**src/rtl/rhp_pkg.sv**
```systemverilog
// Shared types, constants and the span overlap function for head placement.
`default_nettype none
package rhp_pkg;

  localparam int MAX_HEADS_DEF = 8;

  localparam int COORD_W  = 16;
  localparam int IDX_FW   = 3;   // head index field width
  localparam int CNT_FW   = 4;   // head_count register width
  localparam int OP_W     = 2;
  localparam int AREA_W   = 2 * COORD_W;
  localparam int TOTAL_W  = AREA_W + CNT_FW;  // up to 15 heads summed
  localparam int ENTRY_W  = 4 * COORD_W;

  localparam int IN_DATA_W  = 104;
  localparam int OUT_DATA_W = 8;
  localparam int CFG_IDX_W  = 2;
  localparam int CFG_DATA_W = 16;

  localparam logic [CFG_IDX_W-1:0] CFG_HEAD_COUNT    = 2'd0;
  localparam logic [CFG_IDX_W-1:0] CFG_PRIMARY_HEAD  = 2'd1;
  localparam logic [CFG_IDX_W-1:0] CFG_SCREEN_WIDTH  = 2'd2;
  localparam logic [CFG_IDX_W-1:0] CFG_SCREEN_HEIGHT = 2'd3;

  localparam logic [CNT_FW-1:0]  HEAD_COUNT_RST    = 4'd0;
  localparam logic [IDX_FW-1:0]  PRIMARY_HEAD_RST  = 3'd0;
  localparam logic [COORD_W-1:0] SCREEN_WIDTH_RST  = 16'd1024;
  localparam logic [COORD_W-1:0] SCREEN_HEIGHT_RST = 16'd768;

  typedef enum logic [OP_W-1:0] {
    OP_WRITE = 2'd0,
    OP_PLACE = 2'd1,
    OP_POINT = 2'd2,
    OP_NONE  = 2'd3
  } rhp_op_t;

  typedef enum logic [7:0] {
    S_IDLE  = 8'b0000_0001,
    S_FULL  = 8'b0000_0010,
    S_SPAN  = 8'b0000_0100,
    S_MUL   = 8'b0000_1000,
    S_ACC   = 8'b0001_0000,
    S_PSPAN = 8'b0010_0000,
    S_PCHK  = 8'b0100_0000,
    S_DONE  = 8'b1000_0000
  } rhp_state_t;

  // max(0, min(s1+l1, s2+l2) - max(s1, s2)); never exceeds 16 bits
  function automatic logic [COORD_W-1:0] span_ovl(
    input logic signed [COORD_W-1:0] s1,
    input logic        [COORD_W-1:0] l1,
    input logic signed [COORD_W-1:0] s2,
    input logic        [COORD_W-1:0] l2
  );
    logic signed [COORD_W+1:0] a0;
    logic signed [COORD_W+1:0] b0;
    logic signed [COORD_W+1:0] a1;
    logic signed [COORD_W+1:0] b1;
    logic signed [COORD_W+1:0] lo;
    logic signed [COORD_W+1:0] hi;
    logic signed [COORD_W+1:0] diff;
    a0 = {{2{s1[COORD_W-1]}}, s1};
    b0 = {{2{s2[COORD_W-1]}}, s2};
    a1 = a0 + $signed({2'b00, l1});
    b1 = b0 + $signed({2'b00, l2});
    lo = (a0 > b0) ? a0 : b0;
    hi = (a1 < b1) ? a1 : b1;
    diff = hi - lo;
    return (hi > lo) ? diff[COORD_W-1:0] : '0;
  endfunction

endpackage
`default_nettype wire

```
**src/rtl/rhp_ram.sv**
```systemverilog
// Generic single-write, single-read RAM with registered read data.
`default_nettype none
module rhp_ram #(
  parameter int WIDTH = 64,
  parameter int DEPTH = 8
) (
  input  wire logic                                    clk,
  input  wire logic                                    we,
  input  wire logic [((DEPTH > 1) ? $clog2(DEPTH) : 1)-1:0] waddr,
  input  wire logic [WIDTH-1:0]                        wdata,
  input  wire logic                                    re,
  input  wire logic [((DEPTH > 1) ? $clog2(DEPTH) : 1)-1:0] raddr,
  output logic      [WIDTH-1:0]                        rdata
);

  logic [WIDTH-1:0] mem_r [DEPTH];

  always_ff @(posedge clk) begin
    if (we) begin
      mem_r[waddr] <= wdata;
    end
    if (re) begin
      rdata <= mem_r[raddr];
    end
  end

endmodule
`default_nettype wire

```
**src/rtl/rect_head_placement_core.sv**
```systemverilog
// Head placement: head table, overlap search and point search over one shared unit.
//
// Use: items arrive on the in_ stream; operation travels in in_tuser, the other
// fields in in_tdata. Each transaction gives exactly one result on the out_
// stream. Registers are set through the cfg_ write port; the user must write them
// only while the block is idle, as the block itself does not enforce this. A
// head-table write goes straight to the result. A placement query forms the
// rectangle's area, then its overlap with each counted head (or with the screen
// when at most one head counts); if no head overlaps, a pointer search follows. A
// point query checks the heads in turn. The sequencer steps one table entry at a
// time through the span unit and the single 16x16 multiplier. in_tready is high
// only while the sequencer is idle. A finished result sits in the output register;
// if the receiver stalls, the next transaction is still taken and its result waits
// in the sequencer until the register frees. Reset (rst_n low, synchronous) clears
// the head table to zero by valid bits, restores the register defaults and empties
// the output register; with no clearing pass, items are taken right after reset.
`default_nettype none
module rect_head_placement_core
  import rhp_pkg::*;
#(
  parameter int MAX_HEADS = MAX_HEADS_DEF
) (
  input  wire logic                  clk,
  input  wire logic                  rst_n,
  input  wire logic                  cfg_we,
  input  wire logic [CFG_IDX_W-1:0]  cfg_index,
  input  wire logic [CFG_DATA_W-1:0] cfg_wdata,
  input  wire logic                  in_tvalid,
  output logic                       in_tready,
  // head_index[2:0], rect_x[18:3], rect_y[34:19], rect_width[50:35],
  // rect_height[66:51], point_x[82:67], point_y[98:83], zero fill
  input  wire logic [IN_DATA_W-1:0]  in_tdata,
  // operation[1:0]
  input  wire logic [OP_W-1:0]       in_tuser,
  output logic                       out_tvalid,
  input  wire logic                  out_tready,
  // chosen_head[2:0], flag_dead[3], flag_partial[4], flag_multiple[5], zero fill
  output logic [OUT_DATA_W-1:0]      out_tdata
);

  localparam int IDX_W = (MAX_HEADS > 1) ? $clog2(MAX_HEADS) : 1;
  localparam int CNT_W = $clog2(MAX_HEADS + 1);

  // configuration registers
  logic [CNT_FW-1:0]  head_count_r;
  logic [IDX_FW-1:0]  primary_r;
  logic [COORD_W-1:0] scr_w_r;
  logic [COORD_W-1:0] scr_h_r;

  always_ff @(posedge clk) begin
    if (!rst_n) begin
      head_count_r <= HEAD_COUNT_RST;
      primary_r    <= PRIMARY_HEAD_RST;
      scr_w_r      <= SCREEN_WIDTH_RST;
      scr_h_r      <= SCREEN_HEIGHT_RST;
    end else if (cfg_we) begin
      case (cfg_index)
        CFG_HEAD_COUNT:    head_count_r <= cfg_wdata[CNT_FW-1:0];
        CFG_PRIMARY_HEAD:  primary_r    <= cfg_wdata[IDX_FW-1:0];
        CFG_SCREEN_WIDTH:  scr_w_r      <= cfg_wdata;
        CFG_SCREEN_HEIGHT: scr_h_r      <= cfg_wdata;
        default: ;
      endcase
    end
  end

  logic [CNT_W-1:0] n_heads;
  assign n_heads = (int'(head_count_r) < MAX_HEADS) ? CNT_W'(head_count_r)
                                                    : CNT_W'(MAX_HEADS);

  // input field split
  logic [IDX_FW-1:0]         f_idx;
  logic signed [COORD_W-1:0] f_rx, f_ry, f_px, f_py;
  logic [COORD_W-1:0]        f_rw, f_rh;
  rhp_op_t                   f_op;

  assign f_idx = in_tdata[2:0];
  assign f_rx  = in_tdata[18:3];
  assign f_ry  = in_tdata[34:19];
  assign f_rw  = in_tdata[50:35];
  assign f_rh  = in_tdata[66:51];
  assign f_px  = in_tdata[82:67];
  assign f_py  = in_tdata[98:83];
  assign f_op  = rhp_op_t'(in_tuser);

  // sequencer state
  rhp_state_t                state_r, state_nxt;
  logic signed [COORD_W-1:0] rx_r, rx_nxt, ry_r, ry_nxt, px_r, px_nxt, py_r, py_nxt;
  logic [COORD_W-1:0]        rw_r, rw_nxt, rh_r, rh_nxt;
  logic [COORD_W-1:0]        ox_r, ox_nxt, oy_r, oy_nxt;
  logic [AREA_W-1:0]         full_r, full_nxt, area_r, area_nxt, best_r, best_nxt;
  logic [TOTAL_W-1:0]        total_r, total_nxt;
  logic [IDX_W-1:0]          i_r, i_nxt;
  logic [IDX_FW-1:0]         chosen_r, chosen_nxt;
  logic                      scr_r, scr_nxt;
  logic                      found_r, found_nxt;
  logic                      dead_r, dead_nxt, part_r, part_nxt, mult_r, mult_nxt;
  logic                      out_valid_r, out_valid_nxt;
  logic [OUT_DATA_W-1:0]     out_data_r, out_data_nxt;

  // head table
  logic                      ram_we, ram_re;
  logic [IDX_W-1:0]          ram_raddr, ram_waddr;
  logic [ENTRY_W-1:0]        ram_wdata, ram_rdata;
  logic [MAX_HEADS-1:0]      valid_r;
  logic                      rd_vld_r;

  rhp_ram #(
    .WIDTH (ENTRY_W),
    .DEPTH (MAX_HEADS)
  ) u_table (
    .clk   (clk),
    .we    (ram_we),
    .waddr (ram_waddr),
    .wdata (ram_wdata),
    .re    (ram_re),
    .raddr (ram_raddr),
    .rdata (ram_rdata)
  );

  assign ram_waddr = IDX_W'(f_idx);
  assign ram_wdata = {f_rh, f_rw, f_ry, f_rx};

  always_ff @(posedge clk) begin
    if (!rst_n) begin
      valid_r  <= '0;
      rd_vld_r <= 1'b0;
    end else begin
      if (ram_we) begin
        valid_r[ram_waddr] <= 1'b1;
      end
      if (ram_re) begin
        rd_vld_r <= valid_r[ram_raddr];
      end
    end
  end

  // entries never written read as zero
  logic [ENTRY_W-1:0] entry;
  assign entry = rd_vld_r ? ram_rdata : '0;

  // shared span unit operands
  logic                      pmode;
  logic signed [COORD_W-1:0] a_x, a_y, b_x, b_y;
  logic [COORD_W-1:0]        a_w, a_h, b_w, b_h, ovl_x, ovl_y;

  assign pmode = (state_r == S_PSPAN);
  assign a_x   = pmode ? px_r : rx_r;
  assign a_y   = pmode ? py_r : ry_r;
  assign a_w   = pmode ? COORD_W'(1) : rw_r;
  assign a_h   = pmode ? COORD_W'(1) : rh_r;
  assign b_x   = scr_r ? '0 : entry[COORD_W-1:0];
  assign b_y   = scr_r ? '0 : entry[2*COORD_W-1:COORD_W];
  assign b_w   = scr_r ? scr_w_r : entry[3*COORD_W-1:2*COORD_W];
  assign b_h   = scr_r ? scr_h_r : entry[4*COORD_W-1:3*COORD_W];
  assign ovl_x = span_ovl(a_x, a_w, b_x, b_w);
  assign ovl_y = span_ovl(a_y, a_h, b_y, b_h);

  // shared multiplier
  logic [COORD_W-1:0] mul_a, mul_b;
  logic [AREA_W-1:0]  mul_p;
  assign mul_a = (state_r == S_FULL) ? rw_r : ox_r;
  assign mul_b = (state_r == S_FULL) ? rh_r : oy_r;
  assign mul_p = mul_a * mul_b;

  logic [CNT_W-1:0] i_inc;
  logic             last;
  assign i_inc = CNT_W'(i_r) + CNT_W'(1);
  assign last  = (i_inc == n_heads);

  logic [TOTAL_W-1:0] acc_sum;
  logic               better;
  assign acc_sum = total_r + TOTAL_W'(area_r);
  assign better  = (area_r > best_r);

  always_comb begin
    state_nxt     = state_r;
    rx_nxt = rx_r;  ry_nxt = ry_r;  px_nxt = px_r;  py_nxt = py_r;
    rw_nxt = rw_r;  rh_nxt = rh_r;
    ox_nxt = ox_r;  oy_nxt = oy_r;
    full_nxt      = full_r;
    area_nxt      = area_r;
    best_nxt      = best_r;
    total_nxt     = total_r;
    i_nxt         = i_r;
    chosen_nxt    = chosen_r;
    scr_nxt       = scr_r;
    found_nxt     = found_r;
    dead_nxt      = dead_r;
    part_nxt      = part_r;
    mult_nxt      = mult_r;
    ram_we        = 1'b0;
    ram_re        = 1'b0;
    ram_raddr     = '0;
    out_valid_nxt = out_valid_r && !out_tready;
    out_data_nxt  = out_data_r;

    case (state_r)
      S_IDLE: begin
        if (in_tvalid) begin
          rx_nxt = f_rx;  ry_nxt = f_ry;  px_nxt = f_px;  py_nxt = f_py;
          rw_nxt = f_rw;  rh_nxt = f_rh;
          best_nxt  = '0;
          total_nxt = '0;
          i_nxt     = '0;
          scr_nxt   = 1'b0;
          found_nxt = 1'b0;
          dead_nxt  = 1'b0;
          part_nxt  = 1'b0;
          mult_nxt  = 1'b0;
          chosen_nxt = primary_r;
          case (f_op)
            OP_WRITE: begin
              ram_we     = (int'(f_idx) < MAX_HEADS);
              chosen_nxt = f_idx;
              state_nxt  = S_DONE;
            end
            OP_PLACE: state_nxt = S_FULL;
            OP_POINT: begin
              if (n_heads == '0) begin
                state_nxt = S_DONE;
              end else begin
                ram_re    = 1'b1;
                state_nxt = S_PSPAN;
              end
            end
            default: state_nxt = S_DONE;
          endcase
        end
      end
      S_FULL: begin
        full_nxt  = mul_p;
        state_nxt = S_SPAN;
        if (n_heads <= CNT_W'(1)) begin
          scr_nxt = 1'b1;
        end else begin
          ram_re = 1'b1;
        end
      end
      S_SPAN: begin
        ox_nxt    = ovl_x;
        oy_nxt    = ovl_y;
        state_nxt = S_MUL;
      end
      S_MUL: begin
        area_nxt  = mul_p;
        state_nxt = S_ACC;
        if (!scr_r && !last) begin
          ram_re    = 1'b1;
          ram_raddr = IDX_W'(i_inc);
        end
      end
      S_ACC: begin
        if (scr_r) begin
          dead_nxt  = (area_r == '0);
          part_nxt  = (area_r != '0) && (area_r != full_r);
          state_nxt = S_DONE;
        end else begin
          total_nxt = acc_sum;
          if (better) begin
            mult_nxt   = found_r;
            best_nxt   = area_r;
            chosen_nxt = IDX_FW'(i_r);
            found_nxt  = 1'b1;
          end
          if (!last) begin
            i_nxt     = IDX_W'(i_inc);
            state_nxt = S_SPAN;
          end else if (!(found_r || better)) begin
            // nothing overlapped: fall back to the head under the pointer
            dead_nxt   = 1'b1;
            chosen_nxt = primary_r;
            i_nxt      = '0;
            ram_re     = 1'b1;
            state_nxt  = S_PSPAN;
          end else begin
            part_nxt  = (acc_sum != TOTAL_W'(full_r));
            state_nxt = S_DONE;
          end
        end
      end
      S_PSPAN: begin
        ox_nxt    = ovl_x;
        oy_nxt    = ovl_y;
        state_nxt = S_PCHK;
      end
      S_PCHK: begin
        if (ox_r != '0 && oy_r != '0) begin
          chosen_nxt = IDX_FW'(i_r);
          state_nxt  = S_DONE;
        end else if (last) begin
          chosen_nxt = primary_r;
          state_nxt  = S_DONE;
        end else begin
          i_nxt     = IDX_W'(i_inc);
          ram_re    = 1'b1;
          ram_raddr = IDX_W'(i_inc);
          state_nxt = S_PSPAN;
        end
      end
      S_DONE: begin
        if (!out_valid_r || out_tready) begin
          out_valid_nxt = 1'b1;
          out_data_nxt  = {2'b00, mult_r, part_r, dead_r, chosen_r};
          state_nxt     = S_IDLE;
        end
      end
      default: state_nxt = S_IDLE;
    endcase
  end

  always_ff @(posedge clk) begin
    if (!rst_n) begin
      state_r     <= S_IDLE;
      out_valid_r <= 1'b0;
    end else begin
      state_r     <= state_nxt;
      out_valid_r <= out_valid_nxt;
    end
  end

  always_ff @(posedge clk) begin
    rx_r <= rx_nxt;  ry_r <= ry_nxt;  px_r <= px_nxt;  py_r <= py_nxt;
    rw_r <= rw_nxt;  rh_r <= rh_nxt;
    ox_r <= ox_nxt;  oy_r <= oy_nxt;
    full_r     <= full_nxt;
    area_r     <= area_nxt;
    best_r     <= best_nxt;
    total_r    <= total_nxt;
    i_r        <= i_nxt;
    chosen_r   <= chosen_nxt;
    scr_r      <= scr_nxt;
    found_r    <= found_nxt;
    dead_r     <= dead_nxt;
    part_r     <= part_nxt;
    mult_r     <= mult_nxt;
    out_data_r <= out_data_nxt;
  end

  assign in_tready  = (state_r == S_IDLE);
  assign out_tvalid = out_valid_r;
  assign out_tdata  = out_data_r;

  // a dead rectangle can be neither partial nor improved upon
  a_dead_excl: assert property (@(posedge clk) disable iff (!rst_n)
    out_tvalid |-> !(out_tdata[3] && (out_tdata[4] || out_tdata[5])))
    else $error("dead result carries partial or multiple flag");

  // an accepted transaction always leaves idle
  a_leave_idle: assert property (@(posedge clk) disable iff (!rst_n)
    (in_tvalid && in_tready) |=> (state_r != S_IDLE))
    else $error("transaction accepted but sequencer stayed idle");

  // the running sum never falls below the best single overlap
  a_total_best: assert property (@(posedge clk) disable iff (!rst_n)
    (state_r == S_SPAN || state_r == S_MUL || state_r == S_ACC)
      |-> (total_r >= TOTAL_W'(best_r)))
    else $error("overlap total below best area");

endmodule
`default_nettype wire

```
**config.mk**
```make
export PLATFORM = sky130hd
export DESIGN_NAME = rect_head_placement_core
export DESIGN_NICKNAME = d
export VERILOG_FILES = /design/src/rtl/rhp_pkg.sv /design/src/rtl/rhp_ram.sv /design/src/rtl/rect_head_placement_core.sv
export SDC_FILE = /design/constraint.sdc
export NUM_CORES = 2
export LEC_CHECK = 0
export BUFFER_PORTS_ARGS = -buffer_cell sky130_fd_sc_hd__buf_4
export CAP_MARGIN = 25
export CORE_MARGIN = 2
export CORE_UTILIZATION = 48
export CTS_CLUSTER_DIAMETER = 150
export DETAILED_ROUTE_END_ITERATION = 12
export PLACE_DENSITY_LB_ADDON = 0.08
export SYNTH_ARGS = -nofsm -noshare
export SYNTH_HDL_FRONTEND = slang
export SYNTH_SLANG_ARGS = --single-unit
```
**constraint.sdc**
```tcl
create_clock -name clk -period 28.3 [get_ports clk]
set_clock_uncertainty 0.05 [all_clocks]
set_input_delay 0 -clock clk [delete_from_list [all_inputs] [get_ports clk]]
set_output_delay 0 -clock clk [all_outputs]
set_load 0.05 [all_outputs]
```
==> impl_metrics.env <==
export IMPL_status="complete, no violations"
export IMPL_synthFlopType="edfxtp_1"
export IMPL_start_kind="flop"
export IMPL_busiest_layer="met2"
export IMPL_route_detailed_drc=0
export IMPL_dieArea_sq_mm=0.1137
export IMPL_syn_area_per_cell_sq_um=12.35
export IMPL_finalHoldViolCount=0
export IMPL_async_reset_ff_share_pct=0
export IMPL_worstMarginPinSlew_ns=1.031
export IMPL_cts_path_max_buffers=3
export IMPL_dp_hpwl_um=103200
export IMPL_fin_crit_ns=10.51
export IMPL_synth_edf_count=853
export IMPL_wl_per_cell_um=23.29
export IMPL_cts_buffers=97
export IMPL_vias=34740
export IMPL_die_height_um=337.3
export IMPL_grt_pass1_vias=35000
export IMPL_antenna_found_initial=7
export IMPL_rsz0062_at_grt="false"
export IMPL_cp_required_ns=28.65
export IMPL_antenna_left=0
export IMPL_dieWidth_um=337.3
export IMPL_maxCapViolCount=0
export IMPL_ctsResizeCount=0
export IMPL_use_met1_pct=33.63
export IMPL_htreeDepth=3
export IMPL_grt_max_degree=99
export IMPL_switching_share_pct=32.36
export IMPL_io_buffers=131
export IMPL_clock_sinks=910
export IMPL_end_kind="flop"
export IMPL_yosysMostFrequentCell="edfxtp_1"
export IMPL_path_class="reg2reg"
export IMPL_p_sw_mw=1.351
export IMPL_num_rows=122
export IMPL_fin_area_sq_mm=0.06122
export IMPL_synth_largest_area_cell="edfxtp_1"
export IMPL_start_util_pct=48.30
export IMPL_grt_pass1_wl_um=217400
export IMPL_clockPowerShare_pct=30.3
export IMPL_slowest_delay_ns=0.82
export IMPL_leakage_nw=24.28
export IMPL_period_share_pct=37.14
export IMPL_power_total_mw=4.176
export IMPL_path_max_fanout=34
export IMPL_yosysWarnings=0
export IMPL_power_density_mw_per_mm2=68.21
export IMPL_power_share_sequential_pct=39.2
export IMPL_worst_path_most_repeated_cell="a21oi_1"
export IMPL_synth_common_cells="edfxtp_1 (853), nand2_1 (499), inv_1 (386)"
export IMPL_arrival_ns=10.86
export IMPL_synth_distinct_cells=82
export IMPL_gr_usage_met2_pct=43.72
export IMPL_slowest_stage="nand3_2"
export IMPL_min_path_type="in2reg"
export IMPL_post_cts_buffers=0
export IMPL_tns_ns=0
export IMPL_dpl_cell_area_sq_mm=0.05617
export IMPL_combPwrFrac_pct=30.5
export IMPL_fin_nets=5314
export IMPL_drtIter0Drc=2377
export IMPL_io_pins=139
export IMPL_yosysSeqAreaShare_pct=50.19
export IMPL_grt_ovfl_total=0
export IMPL_gp_congestion=0.9207
export IMPL_ys_ff_latch=910
export IMPL_track_usage_pct=25.69
export IMPL_drive_gt1_share_pct=12.67
export IMPL_drt_pass1_iterations=5
export IMPL_area_growth_pct=14.84
export IMPL_viasPerCell=5.585
export IMPL_wl_um=144800
export IMPL_slew_headroom_pct=31.29
export IMPL_syn_inst=4318
export IMPL_fmax_ghz=0.09515
export IMPL_cts_tree="yes"
export IMPL_synth_area_leaders="edfxtp_1 (48%), ha_1 (7.9%), fa_1 (7.5%)"
export IMPL_yosysTopAreaCellShare_pct=48.05
export IMPL_gr_usage_met3_pct=3.218
export IMPL_p_int_mw=2.824
export IMPL_cts_hold_fix_buffers=186
export IMPL_slew_violations=0
export IMPL_synthesis_area_sq_mm=0.05331
export IMPL_ir_drop_uv=54.39
export IMPL_clkLatencyLatePin_ns=0.71
export IMPL_setup_viol=0
export IMPL_clk_pin_slew_worst_paths_ns=0.06
export IMPL_core_area_sq_mm=0.1104
export IMPL_cts_root_buf="clkbuf_16"
-- path summary, 6_finish.rpt --
check         startpoint             endpoint  slack, ns  cells after the start
max           state_r[0]              ox_r[5]      17.79                     38
min          in_tdata[3]  u_table.mem_r[0][0]       0.03                      2
max reg2reg   state_r[0]              ox_r[5]      17.79                     38
min reg2reg       dead_r         out_tdata[3]       0.37                      0
-- power by group through the flow --
stage | logic (mW) | clock network [mW] | registers (mW)
2_1_floorplan | 0.901 | 0 | 1.65
6_report | 1.27 | 1.27 | 1.64
3_5_place_dp | 1.25 | 0 | 1.66
4_1_cts | 1.28 | 1.29 | 1.64
3_3_place_gp | 1.24 | 0 | 1.66
5_1_grt | 1.43 | 1.34 | 1.64
-- routing by layer --
metal / part of all wire [%] / wire length (um) / vias up
met5: 0.028 / 40 / -
met4: 4.1 / 5895 / 6
met1: 43 / 62120 / 17410
met3: 4.3 / 6163 / 221
met2: 49 / 70610 / 841
li1: - / - / 16260
-- cells by family (layout without fill, tap and decap cells) --
logic type | after synthesis | after routing | synth area share, %
xor gates and xnor gates | 203 | 203 | 3.335
muxes | 299 | 299 | 8.858
adders and majority gates | 541 | 541 | 15.52
and+or+nand+nor | 1206 | 1206 | 10.35
AOI/OAI and AO/OA | 627 | 627 | 7.948
other | 1 | 6 | 0.007035
buffers and inverters | 531 | 939 | 3.788
DFF | 910 | 910 | 50.19
-- area by class of cell --
cell class / instances / area [sq um]
clock inverters: 64 / 659.4
fillers: 9255 / 49150
diodes: 4 / 10.01
repair buffers: 374 / 3302
inverters: 386 / 1451
well taps: 1488 / 1862
multi-input cells: 2878 / 24670
clock buffers: 115 / 2505
flip-flops and latches: 910 / 26760
-- cell usage in the layout (no fill, tap or decap), types with 45 or more instances in the layout --
master / instances
edfxtp_1: 853
nand2_1: 499
inv_1: 384
ha_1: 337
nor2_1: 266
fa_1: 201
dlygate4sd3_1: 186
buf_4: 184
a21oi_1: 155
xnor2_1: 135
mux4_2: 130
o21ai_0: 115
clkbuf_16: 97
mux2i_1: 87
a21o_1: 83
mux2_2: 82
and2_1: 81
nor3_1: 69
xor2_1: 68
dfxtp_1: 57
nand3_1: 51
nor2b_1: 45
-- flip-flops by register name, summed over array words and instances (netlist names), 32 cells and up --
name           flops
u_table.mem_r    512
full_r            32
total_r           36
u_table.rdata     64
area_r            32
best_r            32
-- critical path: cells and delay by family, from the launching register on --
| kind | cells | cell delay (ns) |
|---|---|---|
| AO/OA/AOI/OAI | 19 | 4.00 |
| XOR/XNOR | 1 | 0.19 |
| adder cells (fa/ha/maj) | 5 | 1.71 |
| buffers and inverters | 3 | 0.68 |
| flip-flops | 1 | 0.34 |
| multiplexers | 2 | 0.74 |
| AND/OR/NAND/NOR | 8 | 2.41 |
-- metrics by stage --
stage	utilization, %	setup slack [ns]	hold WS, ns	instances
floorplan	-	19.31	0.04887	4319
global placement	50.86	17.45	0.1279	5845
detailed placement	50.90	17.90	0.1294	5849
CTS	55.45	17.81	0.001831	6214
global route	55.46	16.85	0.01909	6217
finish	55.47	17.79	0.03010	6219
(Power assumes the default switching activity.)
